[config.mk]
export PLATFORM = sky130hd
export DESIGN_NAME = flight_mode_supervisor
export DESIGN_NICKNAME = d
export VERILOG_FILES = /design/src/hw/rtl/fms_pkg.sv /design/src/hw/rtl/fms_ctrl.sv /design/src/hw/rtl/fms_datapath.sv /design/src/hw/rtl/flight_mode_supervisor.sv
export SDC_FILE = /design/constraint.sdc
export NUM_CORES = 2
export LEC_CHECK = 0
export BUFFER_PORTS_ARGS = -buffer_cell sky130_fd_sc_hd__buf_2
export CAP_MARGIN = 5
export CORE_UTILIZATION = 62
export CTS_CLUSTER_SIZE = 24
export DETAILED_ROUTE_END_ITERATION = 8
export MAX_ROUTING_LAYER = met4
export PLACE_DENSITY = 0.81
export SYNTH_ARGS = -nofsm -noshare
export SYNTH_HDL_FRONTEND = slang
export SYNTH_SLANG_ARGS = --single-unit
[constraint.sdc]
create_clock -name i_clk -period 25.5 [get_ports i_clk]
set_input_delay 5.1 -clock i_clk [delete_from_list [all_inputs] [get_ports i_clk]]
set_output_delay 5.1 -clock i_clk [all_outputs]
set_load 0.05 [all_outputs]
[src/hw/rtl/fms_pkg.sv]
// Package for the flight mode supervisor: mode codes, stick thresholds,
// reset bits and controller states. No dependencies.
package fms_pkg;
    localparam int TimeBits      = 32;
    localparam int RefreshDivide = 4;
    localparam int PhaseBits     = 2;

    typedef enum logic [2:0] {
        M_SAFE   = 3'd0,
        M_ARMED  = 3'd1,
        M_FLYING = 3'd2,
        M_ALT    = 3'd3,
        M_POS    = 3'd4,
        M_AUTO   = 3'd5
    } t_mode;

    localparam logic [11:0] ThrLow     = 12'd1010;
    localparam logic [11:0] YawLeft    = 12'd1200;
    localparam logic [11:0] YawRight   = 12'd1800;
    localparam logic [11:0] ThrTakeoff = 12'd1040;
    localparam logic [11:0] ThrAltCut  = 12'd1050;
    localparam logic [11:0] AuxOn      = 12'd1500;
    localparam logic [10:0] GroundCm   = 11'd20;
    localparam logic [11:0] StickTop   = 12'd2000;

    localparam logic [2:0] RbPos = 3'b001;
    localparam logic [2:0] RbAlt = 3'b010;
    localparam logic [2:0] RbArm = 3'b100;

    localparam logic [1:0] MotNone  = 2'd0;
    localparam logic [1:0] MotStop  = 2'd1;
    localparam logic [1:0] MotWrite = 2'd2;

    localparam logic [2:0] CfgHover = 3'd0;
    localparam logic [2:0] CfgMinH  = 3'd1;
    localparam logic [2:0] CfgMaxH  = 3'd2;
    localparam logic [2:0] CfgKill  = 3'd3;
    localparam logic [2:0] CfgIdle  = 3'd4;
    localparam logic [2:0] CfgArm   = 3'd5;
    localparam logic [2:0] CfgLoss  = 3'd6;

    // Quotient width of the stick mapping divider.
    localparam int QBits = 24;

    typedef enum logic [2:0] {
        S_IDLE,
        S_DECIDE,
        S_DIVIDE,
        S_FINISH,
        S_OUT
    } t_state;

    // Commands from the controller to the datapath.
    typedef struct packed {
        logic capture;
        logic decide;
        logic div_start;
        logic div_step;
        logic finish;
    } t_cmd;

    // Status from the datapath to the controller.
    typedef struct packed {
        logic need_div;
        logic div_done;
    } t_status;
endpackage

[src/hw/rtl/fms_ctrl.sv]
// Controller for the flight mode supervisor: sequences capture, mode
// decision, serial divide and result hand-off. Uses fms_pkg.
module fms_ctrl (
    input  logic              i_clk,
    input  logic              i_rst_n,
    input  logic              i_in_valid,
    output logic              o_in_stall,
    output logic              o_out_valid,
    input  logic              i_out_stall,
    output fms_pkg::t_cmd     o_cmd,
    input  fms_pkg::t_status  i_status
);
    import fms_pkg::*;

    t_state r_state, n_state;

    // State register.
    always_ff @(posedge i_clk) begin
        if (!i_rst_n) begin
            r_state <= S_IDLE;
        end else begin
            r_state <= n_state;
        end
    end

    // Next state and commands.
    always_comb begin
        n_state     = r_state;
        o_cmd       = '0;
        o_in_stall  = 1'b1;
        o_out_valid = 1'b0;
        unique case (r_state)
            S_IDLE: begin
                o_in_stall = 1'b0;
                if (i_in_valid) begin
                    o_cmd.capture = 1'b1;
                    n_state = S_DECIDE;
                end
            end
            S_DECIDE: begin
                o_cmd.decide = 1'b1;
                if (i_status.need_div) begin
                    o_cmd.div_start = 1'b1;
                    n_state = S_DIVIDE;
                end else begin
                    n_state = S_FINISH;
                end
            end
            S_DIVIDE: begin
                o_cmd.div_step = 1'b1;
                if (i_status.div_done) begin
                    n_state = S_FINISH;
                end
            end
            S_FINISH: begin
                o_cmd.finish = 1'b1;
                n_state = S_OUT;
            end
            S_OUT: begin
                o_out_valid = 1'b1;
                if (!i_out_stall) begin
                    n_state = S_IDLE;
                end
            end
            default: n_state = S_IDLE;
        endcase
    end
endmodule

[src/hw/rtl/fms_datapath.sv]
// Datapath for the flight mode supervisor: state registers, timers,
// mode decision, serial divider for the stick height and result registers.
// Uses fms_pkg.
module fms_datapath (
    input  logic                i_clk,
    input  logic                i_rst_n,
    input  fms_pkg::t_cmd       i_cmd,
    output fms_pkg::t_status    o_status,
    input  logic                i_cfg_we,
    input  logic [2:0]          i_cfg_index,
    input  logic [31:0]         i_cfg_data,
    input  logic [11:0]         i_throttle_us,
    input  logic [11:0]         i_yaw_us,
    input  logic [11:0]         i_aux_alt_us,
    input  logic [11:0]         i_aux_pos_us,
    input  logic [10:0]         i_height_cm,
    input  logic [31:0]         i_now_ms,
    output logic [2:0]          o_mode,
    output logic                o_radio_lost,
    output logic [2:0]          o_loop_select,
    output logic [1:0]          o_motor_action,
    output logic [2:0]          o_reset_mask,
    output logic                o_alt_engage,
    output logic [10:0]         o_alt_setpoint_cm,
    output logic signed [11:0]  o_stick_offset_cm,
    output logic signed [12:0]  o_integral_preload,
    output logic                o_ramp_active,
    output logic [10:0]         o_ramp_base
);
    import fms_pkg::*;

    // Configuration registers.
    logic [10:0] r_hover, r_minh, r_maxh, r_kill, r_idle;
    logic [15:0] r_arm_hold;
    logic [31:0] r_loss;

    always_ff @(posedge i_clk) begin
        if (!i_rst_n) begin
            r_hover    <= 11'd1500;
            r_minh     <= 11'd30;
            r_maxh     <= 11'd300;
            r_kill     <= 11'd1050;
            r_idle     <= 11'd1100;
            r_arm_hold <= 16'd1000;
            r_loss     <= 32'd60000;
        end else if (i_cfg_we) begin
            unique case (i_cfg_index)
                CfgHover: r_hover    <= i_cfg_data[10:0];
                CfgMinH:  r_minh     <= i_cfg_data[10:0];
                CfgMaxH:  r_maxh     <= i_cfg_data[10:0];
                CfgKill:  r_kill     <= i_cfg_data[10:0];
                CfgIdle:  r_idle     <= i_cfg_data[10:0];
                CfgArm:   r_arm_hold <= i_cfg_data[15:0];
                CfgLoss:  r_loss     <= i_cfg_data;
                default: ;
            endcase
        end
    end

    // Captured tick.
    logic [11:0] r_thr, r_yaw, r_aalt, r_apos;
    logic [10:0] r_h;
    logic [TimeBits-1:0] r_now;

    always_ff @(posedge i_clk) begin
        if (i_cmd.capture) begin
            r_thr  <= i_throttle_us;
            r_yaw  <= i_yaw_us;
            r_aalt <= i_aux_alt_us;
            r_apos <= i_aux_pos_us;
            r_h    <= i_height_cm;
            r_now  <= TimeBits'(i_now_ms);
        end
    end

    // Persistent state.
    logic [2:0]           r_fmode, n_fmode;
    logic                 r_err, n_err;
    logic [TimeBits-1:0]  r_hold_start, n_hold_start, r_low_start, n_low_start;
    logic                 r_hold_run, n_hold_run, r_low_run, n_low_run;
    logic                 r_pos_test, n_pos_test, r_ramp, n_ramp;
    logic [PhaseBits-1:0] r_phase;

    // Per-tick results from the decision step.
    logic [2:0]  r_loops, n_loops, r_rst, n_rst;
    logic [1:0]  r_motor, n_motor;
    logic        r_engage, n_engage, r_ground, n_ground;
    logic [10:0] r_base, n_base;
    logic signed [12:0] r_preload, n_preload;

    // Sign-aware stick mapping operands.
    logic signed [12:0] thr_s, kill_s, den_s;
    logic signed [12:0] span_s;
    logic signed [25:0] num_s;
    assign thr_s  = signed'({1'b0, r_thr});
    assign kill_s = signed'({2'b0, r_kill});
    assign den_s  = signed'({1'b0, StickTop}) - kill_s;
    assign span_s = signed'({2'b0, r_maxh}) - signed'({2'b0, r_minh});
    assign num_s  = span_s * (thr_s - kill_s);

    // Timer elapsed values.
    logic [TimeBits-1:0] hold_el, low_el;
    assign hold_el = r_now - r_hold_start;
    assign low_el  = r_now - r_low_start;

    logic disarm_sticks, arm_sticks, write_slot;
    assign disarm_sticks = (r_thr < ThrLow) && (r_yaw > YawRight);
    assign arm_sticks    = (r_thr < ThrLow) && (r_yaw < YawLeft);
    assign write_slot    = (r_phase == '0);

    // Mode decision, mirroring the per-tick rules.
    always_comb begin
        logic hc_cond;
        logic hc_fire;
        logic engage;
        logic [2:0] fm;
        n_fmode = r_fmode; n_err = r_err; n_hold_start = r_hold_start;
        n_hold_run = r_hold_run; n_low_start = r_low_start; n_low_run = r_low_run;
        n_pos_test = r_pos_test; n_ramp = r_ramp;
        n_loops = '0; n_rst = '0; n_motor = MotNone; n_engage = 1'b0;
        n_ground = 1'b0; n_base = '0; n_preload = '0;
        hc_cond = 1'b0; hc_fire = 1'b0; engage = 1'b0;
        fm = (r_fmode > M_AUTO) ? M_SAFE : r_fmode;
        n_fmode = fm;

        // The hold condition for this mode, evaluated when hold logic runs.
        hc_cond = (fm == M_SAFE) ? arm_sticks : disarm_sticks;

        case (fm)
            M_SAFE, M_ARMED: begin
                n_motor = MotStop;
                if (fm == M_ARMED && r_thr > ThrTakeoff) begin
                    n_fmode = M_FLYING; n_low_run = 1'b0;
                end
                if (r_apos > AuxOn) begin
                    if (!r_pos_test) begin
                        n_rst = n_rst | RbPos;
                        n_pos_test = 1'b1;
                    end
                    n_loops = 3'b001;
                end else begin
                    n_pos_test = 1'b0;
                end
                hc_fire = 1'b1;
            end
            M_FLYING: begin
                if (r_aalt > AuxOn && r_apos > AuxOn) begin
                    n_fmode = M_AUTO; engage = 1'b1; n_rst = RbPos;
                end else if (r_aalt > AuxOn) begin
                    n_fmode = M_ALT; engage = 1'b1;
                end else if (r_apos > AuxOn) begin
                    n_fmode = M_POS; n_rst = RbPos;
                end else begin
                    n_loops = 3'b100;
                    if (write_slot) n_motor = MotWrite;
                    hc_fire = 1'b1;
                end
            end
            M_ALT: begin
                if (r_aalt < AuxOn || r_thr < ThrAltCut) begin
                    n_fmode = M_FLYING; n_ramp = 1'b0; n_rst = RbAlt;
                end else if (r_apos > AuxOn) begin
                    n_fmode = M_AUTO; n_rst = RbPos;
                end else begin
                    n_loops = 3'b110;
                    if (write_slot) n_motor = MotWrite;
                    hc_fire = 1'b1;
                end
            end
            M_POS: begin
                if (r_apos < AuxOn) begin
                    n_fmode = M_FLYING; n_rst = RbPos;
                end else if (r_aalt > AuxOn) begin
                    n_fmode = M_AUTO; engage = 1'b1;
                end else begin
                    n_loops = 3'b101;
                    if (write_slot) n_motor = MotWrite;
                    hc_fire = 1'b1;
                end
            end
            default: begin
                if (r_aalt < AuxOn) begin
                    n_fmode = M_POS; n_ramp = 1'b0; n_rst = RbAlt;
                end else if (r_apos < AuxOn) begin
                    n_fmode = M_ALT; n_rst = RbPos;
                end else if (r_thr < ThrAltCut) begin
                    n_fmode = M_FLYING; n_ramp = 1'b0; n_rst = RbPos | RbAlt;
                end else begin
                    n_loops = 3'b111;
                    if (write_slot) n_motor = MotWrite;
                    hc_fire = 1'b1;
                end
            end
        endcase

        // Stick hold timer.
        if (hc_fire) begin
            if (!hc_cond) begin
                n_hold_run = 1'b0;
            end else if (!r_hold_run) begin
                n_hold_run = 1'b1;
                n_hold_start = r_now;
            end else if (hold_el > TimeBits'(r_arm_hold)) begin
                n_hold_run = 1'b0;
                case (fm)
                    M_SAFE: begin
                        n_fmode = M_ARMED; n_err = 1'b0;
                        n_rst = n_rst | RbArm; n_pos_test = 1'b0;
                    end
                    M_ARMED: n_fmode = M_SAFE;
                    M_FLYING: begin
                        n_fmode = M_SAFE; n_motor = MotStop;
                    end
                    M_ALT: begin
                        n_fmode = M_SAFE; n_rst = n_rst | RbAlt; n_motor = MotStop;
                    end
                    M_POS: begin
                        n_fmode = M_SAFE; n_rst = n_rst | RbPos; n_motor = MotStop;
                    end
                    default: begin
                        n_fmode = M_SAFE; n_rst = n_rst | RbPos | RbAlt;
                        n_motor = MotStop;
                    end
                endcase
            end
        end

        // Radio loss timer, flying mode only.
        if (fm == M_FLYING && hc_fire) begin
            if (r_thr < ThrLow) begin
                if (!r_low_run) begin
                    n_low_run = 1'b1;
                    n_low_start = r_now;
                end
                if ((r_low_run ? low_el : '0) > TimeBits'(r_loss)) begin
                    n_fmode = M_ARMED; n_err = 1'b1; n_low_run = 1'b0;
                end
            end else begin
                n_low_run = 1'b0;
            end
        end

        // Altitude engage.
        if (engage) begin
            n_engage = 1'b1;
            if (r_h < GroundCm) begin
                n_ground = 1'b1; n_ramp = 1'b1; n_base = r_idle;
                n_rst = n_rst | RbAlt;
            end else begin
                n_ramp = 1'b0; n_base = r_hover;
                n_preload = thr_s - signed'({2'b0, r_hover});
            end
        end
    end

    // Restoring divider on magnitudes, one quotient bit per cycle.
    logic [QBits-1:0]  r_q;
    logic [QBits:0]    r_rem;
    logic [11:0]       r_dmag;
    logic              r_qneg;
    logic [4:0]        r_cnt;
    logic              r_need_div;
    logic [QBits:0]    trial;
    logic [25:0]       num_mag;

    assign num_mag = num_s[25] ? 26'(-num_s) : 26'(num_s);
    assign trial   = {r_rem[QBits-1:0], r_q[QBits-1]} - {13'd0, r_dmag};

    assign o_status.need_div = n_engage && !n_ground;
    assign o_status.div_done = (r_cnt == 5'd0);

    always_ff @(posedge i_clk) begin
        if (i_cmd.div_start) begin
            r_q    <= num_mag[QBits-1:0];
            r_rem  <= '0;
            r_dmag <= den_s[12] ? 12'(-den_s) : den_s[11:0];
            r_qneg <= num_s[25] ^ den_s[12];
            r_cnt  <= 5'(QBits);
            r_need_div <= (den_s != 0);
        end else if (i_cmd.div_step && r_cnt != 5'd0) begin
            if (!trial[QBits]) begin
                r_rem <= trial;
                r_q   <= {r_q[QBits-2:0], 1'b1};
            end else begin
                r_rem <= {r_rem[QBits-1:0], r_q[QBits-1]};
                r_q   <= {r_q[QBits-2:0], 1'b0};
            end
            r_cnt <= r_cnt - 5'd1;
        end
    end

    // Latch decision results and state.
    always_ff @(posedge i_clk) begin
        if (!i_rst_n) begin
            r_fmode <= M_SAFE; r_err <= 1'b0; r_hold_start <= '0;
            r_hold_run <= 1'b0; r_low_start <= '0; r_low_run <= 1'b0;
            r_pos_test <= 1'b0; r_ramp <= 1'b0; r_phase <= '0;
        end else if (i_cmd.decide) begin
            r_fmode <= n_fmode; r_err <= n_err; r_hold_start <= n_hold_start;
            r_hold_run <= n_hold_run; r_low_start <= n_low_start;
            r_low_run <= n_low_run; r_pos_test <= n_pos_test; r_ramp <= n_ramp;
            r_phase <= (r_phase == PhaseBits'(RefreshDivide - 1)) ? '0 : r_phase + 1'b1;
        end
    end

    always_ff @(posedge i_clk) begin
        if (i_cmd.decide) begin
            r_loops <= n_loops; r_rst <= n_rst; r_motor <= n_motor;
            r_engage <= n_engage; r_ground <= n_ground; r_base <= n_base;
            r_preload <= n_preload;
        end
    end

    // Final stick clamp and offset.
    logic signed [25:0] quo, stick;
    logic signed [25:0] lo_s, hi_s;
    assign quo   = !r_need_div ? '0 : (r_qneg ? -signed'({2'b0, r_q}) : signed'({2'b0, r_q}));
    assign lo_s  = signed'({15'd0, r_minh});
    assign hi_s  = signed'({15'd0, r_maxh});

    always_comb begin
        stick = lo_s + quo;
        if (stick < lo_s) stick = lo_s;
        if (stick > hi_s) stick = hi_s;
    end

    always_ff @(posedge i_clk) begin
        if (i_cmd.finish) begin
            o_mode             <= r_fmode;
            o_radio_lost       <= r_err;
            o_loop_select      <= r_loops;
            o_motor_action     <= r_motor;
            o_reset_mask       <= r_rst;
            o_alt_engage       <= r_engage;
            o_alt_setpoint_cm  <= r_engage ? r_h : '0;
            o_stick_offset_cm  <= (r_engage && !r_ground)
                                  ? 12'(signed'({15'd0, r_h}) - stick) : '0;
            o_integral_preload <= r_preload;
            o_ramp_active      <= r_ramp;
            o_ramp_base        <= r_base;
        end
    end
endmodule

[src/hw/rtl/flight_mode_supervisor.sv]
// Top level of the flight mode supervisor. Joins the controller and the
// datapath. Depends on fms_pkg, fms_ctrl and fms_datapath.
//
// Usage: one control tick enters as an input beat (i_in_valid, o_in_stall)
// carrying the four stick pulses, the lidar height and the millisecond time.
// One result beat leaves per tick (o_out_valid, i_out_stall) with the mode,
// error flag, loop selection, motor action, reset mask and, on an altitude
// engage, the set point, stick offset, preload and ramp base.
// The result passes through the decide and finish steps before it is valid;
// when an altitude hold engages above ground, a divide step comes between:
// the stick-to-height mapping runs a restoring divider that retires one quotient
// bit per cycle over 24 bits, until the controller sees the count run out.
// One tick is worked on at a time; the next is accepted in the cycle after the
// result beat is taken.
// Configuration writes (i_cfg_valid, o_cfg_ready, index, data) are always
// ready and should be made while the block is idle.
// Reset (synchronous, active low) puts the mode in safe, clears the timers
// and flags and loads the default register values. While the receiver
// stalls, the result holds and no new tick is accepted.
module flight_mode_supervisor (
    input  logic               i_clk,
    input  logic               i_rst_n,
    input  logic               i_cfg_valid,
    output logic               o_cfg_ready,
    input  logic [2:0]         i_cfg_index,
    input  logic [31:0]        i_cfg_data,
    input  logic               i_in_valid,
    output logic               o_in_stall,
    input  logic [11:0]        i_throttle_us,
    input  logic [11:0]        i_yaw_us,
    input  logic [11:0]        i_aux_alt_us,
    input  logic [11:0]        i_aux_pos_us,
    input  logic [10:0]        i_height_cm,
    input  logic [31:0]        i_now_ms,
    output logic               o_out_valid,
    input  logic               i_out_stall,
    output logic [2:0]         o_mode,
    output logic               o_radio_lost,
    output logic [2:0]         o_loop_select,
    output logic [1:0]         o_motor_action,
    output logic [2:0]         o_reset_mask,
    output logic               o_alt_engage,
    output logic [10:0]        o_alt_setpoint_cm,
    output logic signed [11:0] o_stick_offset_cm,
    output logic signed [12:0] o_integral_preload,
    output logic               o_ramp_active,
    output logic [10:0]        o_ramp_base
);
    import fms_pkg::*;

    t_cmd    cmd;
    t_status status;

    assign o_cfg_ready = 1'b1;

    fms_ctrl u_ctrl (
        .i_clk       (i_clk),
        .i_rst_n     (i_rst_n),
        .i_in_valid  (i_in_valid),
        .o_in_stall  (o_in_stall),
        .o_out_valid (o_out_valid),
        .i_out_stall (i_out_stall),
        .o_cmd       (cmd),
        .i_status    (status)
    );

    fms_datapath u_dp (
        .i_clk              (i_clk),
        .i_rst_n            (i_rst_n),
        .i_cmd              (cmd),
        .o_status           (status),
        .i_cfg_we           (i_cfg_valid),
        .i_cfg_index        (i_cfg_index),
        .i_cfg_data         (i_cfg_data),
        .i_throttle_us      (i_throttle_us),
        .i_yaw_us           (i_yaw_us),
        .i_aux_alt_us       (i_aux_alt_us),
        .i_aux_pos_us       (i_aux_pos_us),
        .i_height_cm        (i_height_cm),
        .i_now_ms           (i_now_ms),
        .o_mode             (o_mode),
        .o_radio_lost       (o_radio_lost),
        .o_loop_select      (o_loop_select),
        .o_motor_action     (o_motor_action),
        .o_reset_mask       (o_reset_mask),
        .o_alt_engage       (o_alt_engage),
        .o_alt_setpoint_cm  (o_alt_setpoint_cm),
        .o_stick_offset_cm  (o_stick_offset_cm),
        .o_integral_preload (o_integral_preload),
        .o_ramp_active      (o_ramp_active),
        .o_ramp_base        (o_ramp_base)
    );
endmodule

# == Word level (Yosys, flattened, before mapping) ==
# Cells that the tools add are included.
# word_totals
elab_cells,278
reg_bits,433
# classes
addsub,14
eq_ne,21
multipliers,1
reduce_logical,36
mux,140
n_bitwise,4
order_cmp,15
# op_table
operator,count
$mux W3,42
$mux W24,4
$mux W26,3
$sub A32 B32 Y32,2
$mux W1,58
$gt A12 B11 Y1 const B,4
$lt A12 B11 Y1 const B,4
$pmux W3 S4,4
$mux W2,20
$gt A32 B16 Y1,1
$gt A32 B32 Y1,1
$mux W32,1
$reduce_bool A32 Y1,1
$add A12 B26 Y26,1
$gt A26 B12 Y1,1
$lt A26 B12 Y1,1
$neg A24 Y26,1
$sub A12 B11 Y13,2
$mul A12 B13 Y25,1
$sub A25 B12 Y25,1
$mux W12,2
$neg A24 Y24,1
$eq A3 B2 Y1 const B,6
$reduce_and A2 Y1,8
37 further kinds,61

# == Depth between registers and ports, before layout ==
# depth
ltp_word,13
mapped_depth,48
ltp_nobuf,47

# == Cells and area by module ==
# A second synthesis with hierarchy kept.
# hier_totals
hier_cells,3556
hier_area_um2,32193.4
# by_module_without_submodules
module,cells_per_inst,area_per_inst_um2,instances
fms_datapath,3536,31998.2,1
fms_ctrl,18,183.9,1
flight_mode_supervisor,2,11.3,1

# == Worst setup path after synthesis ==
# Ideal clock, no wire load.
# synth_timing
path_kind,input to register
startpoint,in i_in_valid
endpoint,"reg u_dp.r_aalt[0], enable pin"
path_stages,2
path_buffers,0
path_slack_ns,16.060
arrival_time_ns,8.899
setup_ns,0.542
path_cell_list,inv_1 -> nor2_1
# synth_lines
item,line,text
start: declaration,flight_mode_supervisor.sv:27,"input logic i_in_valid,"
end signal: assignment,fms_datapath.sv:69,r_aalt <= i_aux_alt_us;
end: declaration,fms_datapath.sv:61,"logic [11:0] r_thr, r_yaw, r_aalt, r_apos;"

# == Final worst setup path ==
# layout_timing
startpoint,reg u_dp.r_qneg
endpoint,"reg u_dp.o_stick_offset_cm[11], data pin"
# layout_via
elab_chain_len,8
# layout_lines
item,line,text
start: declaration,fms_datapath.sv:260,logic r_qneg;
start signal: assignment,fms_datapath.sv:277,r_qneg <= num_s[25] ^ den_s[12];
$mux W26 * (2 in a row),fms_datapath.sv:317,"assign quo = !r_need_div ? '0 : (r_qneg ? -signed'({2'b0, r_q}) : signed'({2'b0, r_q}));"
$add A12 B26 Y26 *,fms_datapath.sv:322,stick = lo_s + quo;
$lt A26 B12 Y1,fms_datapath.sv:323,if (stick < lo_s) stick = lo_s;
$mux W26 *,fms_datapath.sv:323,
$gt A26 B12 Y1,fms_datapath.sv:324,if (stick > hi_s) stick = hi_s;
$mux W12 *,fms_datapath.sv:324,
$sub A12 B12 Y12 *,fms_datapath.sv:337,"? 12'(signed'({15'd0, r_h}) - stick) : '0;"
end signal: assignment,fms_datapath.sv:336,o_stick_offset_cm <= (r_engage && !r_ground)
end: declaration,fms_datapath.sv:25,"output logic signed [11:0] o_stick_offset_cm,"
# Every way passes the cells marked *; elsewhere a longest branch is shown, timed or not.
# A chain may end at the register's enable or synchronous reset.

==> metrics.md <==
| Metric | Value |
|---|---|
| Status | `completed` |
| Fmax | `0.0971 GHz` |
| Vias | `26200` |
| Postcts setup bufs | `0` |
| YS warnings | `0` |
| Worst Hold Depth | `0` |
| Commonest cells after routing, fill and taps aside | `585 x nand2_1, 402 x inv_1, 288 x a21oi_1, 258 x ha_1, 224 x edfxtp_1` |
| Prevailing post-synth register cell | `edfxtp_1` |
| Die area | `52400 sq um` |
| Critical Path End Type | `flop` |
| IO Pins | `195` |
| CTS tree | `built` |
| Pre-antenna DRT Iters | `6` |
| Critical path class | `flop to flop` |
| Placed Area | `33500 sq um` |
| Total Routing Usage GR | `0.320` |
| Max cap viols | `0` |
| Die height | `229 microns` |
| Hold Crit Start | `u_dp.r_rst[2]` |
| Syn Inst Count | `3605` |
| Setup TNS | `0 ps` |
| Crit Path Max Fanout | `24` |
| Avg Inst Size Synth | `8.86 sq um` |
| Tightest Pin Transition | `1170 ps` |
| CP max stage delay | `880 ps` |
| Routed Antenna Nets | `0` |
| Clk slew on worst S/H paths | `60 ps` |
| Root buf cell | `clkbuf_16` |
| Skew final | `63.9 ps` |
| Cts hold-fix bufs | `0` |
| Cts bufs inserted | `47` |
| Clk sinks | `433` |
| Post-Synthesis Cell Area | `31900 sq um` |
| Flops & latches, synth | `433` |
| Vias in the first global route | `25400` |
| Worst path required time | `25840 ps` |
| Commonest non-fill, non-tap cell in the layout | `nand2_1` |
| Drt drc | `0` |
| Fin. Hold Viols | `0` |
| Netlist cell types | `89` |
| Initial antenna violation count | `3` |
| First-pass GRT wire length | `131000 microns` |
| Post-Route WL | `81000 microns` |
| Core outline area | `50500 sq um` |
| Drt first-iter violations | `1964` |
| Final number of setup-violating endpoints | `0` |
| RSZ-0062 raised after global routing | `false` |
| Final non-filler cell area | `35200 sq um` |
| Period minus WS final | `10300 ps` |
| Largest net degree at the start of global routing | `75` |
| DR WL/cell | `18.1 microns` |
| Die X-Extent | `229 microns` |
| Max Buffers Root-to-Sink | `3` |
| Worst Hold Class | `flop to flop` |
| Period Utilization, post-route | `0.404` |
| Port bufs | `193` |
| Grt ovf | `0` |
| Most used cell, CP | `a21oi_1` |
| Rows | `82` |
| Routability cong. | `0.954` |
| Synthesized Nets | `4150` |
| Post-synth EDFFs | `224` |
| DP HPWL | `61300 microns` |
| Pins Over Slew Limit | `0` |
| Fraction of registers with async set/reset | `0` |
| Initial Util | `0.632` |
| Vias per Instance | `5.87` |
| Post-CTS resize count | `0` |
| Slowest stage cell, crit path | `edfxtp_1` |
| Share of layout cells above drive strength 1 | `0.0934` |
| Area Overhead vs Synth | `10.2%` |
| Htree depth | `2` |
| Relative slew slack | `0.214` |
| Worst skew pair latency | `630 ps` |
| Crit. Startpoint | `u_dp.r_qneg` |
| Post-layout net count | `4295` |
| R2r startpoint | `u_dp.r_qneg` |
| Startpoint Class | `flop` |
| Sequential share of the synthesized area | `0.342` |
| R2R depth | `40` |
| Critical path arrival | `10640 ps` |
final cells by class:
class                   count  area, sq um
flip-flops and latches    433        10900
fillers                  4076        15300
clock inverters            26          389
inverters                 405         1520
clock buffers              62         1290
diodes                      4         10.0
multi-input cells        2639        19000
well taps                 672          841
repair buffers            224         1200
registers in the layout (all words and copies together), names as in the netlist, 12 cells and up:
signal                   flops
u_dp.r_aalt                 12
u_dp.r_apos                 12
u_dp.r_dmag                 12
u_dp.r_now                  32
u_dp.r_preload              13
u_dp.r_low_start            32
u_dp.r_loss                 32
u_dp.r_thr                  12
u_dp.r_q                    24
u_dp.r_yaw                  12
u_dp.r_hold_start           32
u_dp.o_stick_offset_cm      12
u_dp.r_rem                  24
u_dp.o_integral_preload     13
u_dp.r_arm_hold             16
synthesized netlist by cell type, drive strengths merged, types with 13 or more instances:
cell | n | area (sq um)
edfxtp | 224 | 6730
mux2i | 44 | 440
clkbuf | 118 | 443
fa | 156 | 3120
o21bai | 17 | 131
o21ai | 159 | 796
nor3b | 13 | 97.6
a211oi | 16 | 120
nand2b | 44 | 275
a21oi | 288 | 1440
nor2b | 43 | 269
inv | 403 | 1510
and2 | 59 | 369
nand3 | 53 | 275
a21o | 54 | 405
dfxtp | 209 | 4180
mux2 | 14 | 158
or3 | 22 | 138
xor2 | 62 | 543
o211ai | 49 | 368
o21a | 32 | 240
nor3 | 64 | 325
ha | 258 | 3230
a21boi | 18 | 135
nand4 | 39 | 244
nor4 | 21 | 186
nor2 | 211 | 792
xnor2 | 125 | 1090
nand2 | 585 | 2200
critical path, delay by kind of cell (launching register included):
family	cells	cell delay, ps
buffers and inverters	1	240
multiplexers	3	940
AND/OR/NAND/NOR	8	1400
flip-flops	1	880
AO/OA/AOI/OAI	23	5020
XOR/XNOR	1	160
adder cells (fa/ha/maj)	4	1410
routing by layer:
metal | GRT usage | wire (microns)
met1 | 0.410 | 34400
met4 | 0.109 | 2480
met3 | 0.0563 | 6170
met5 | - | 0
met2 | 0.512 | 38000
worst paths after layout:
path / end / slack (ps)
max: u_dp.o_stick_offset_cm[11] / 15200
min: u_dp.o_reset_mask[2] / 420
max reg2reg: u_dp.o_stick_offset_cm[11] / 15200
min reg2reg: u_dp.o_reset_mask[2] / 420
per-stage QoR:
| stage | instances | util | hold slack [ps] | setup WS, ps |
|---|---|---|---|---|
| finish | 4465 | 0.697 | 417 | 15200 |
| global route | 4464 | 0.697 | 431 | 14100 |
| CTS | 4461 | 0.697 | 419 | 15310 |
| detailed placement | 4373 | 0.663 | 405 | 15310 |
| global placement | 4373 | 0.663 | 402 | 15580 |
| floorplan | 3605 | - | 400 | 16060 |
logic make-up after synthesis:
family | share of synthesized area
compound gates | 0.148
xor+xnor | 0.0513
fa+ha+maj | 0.199
buf+inv | 0.0637
flops | 0.342
mux | 0.0187
other cells | 0.000235
simple gates | 0.178
Power is left out: the tool's default activity adds up to more than one toggle a clock period on the data nets, which glitch-free logic cannot reach.
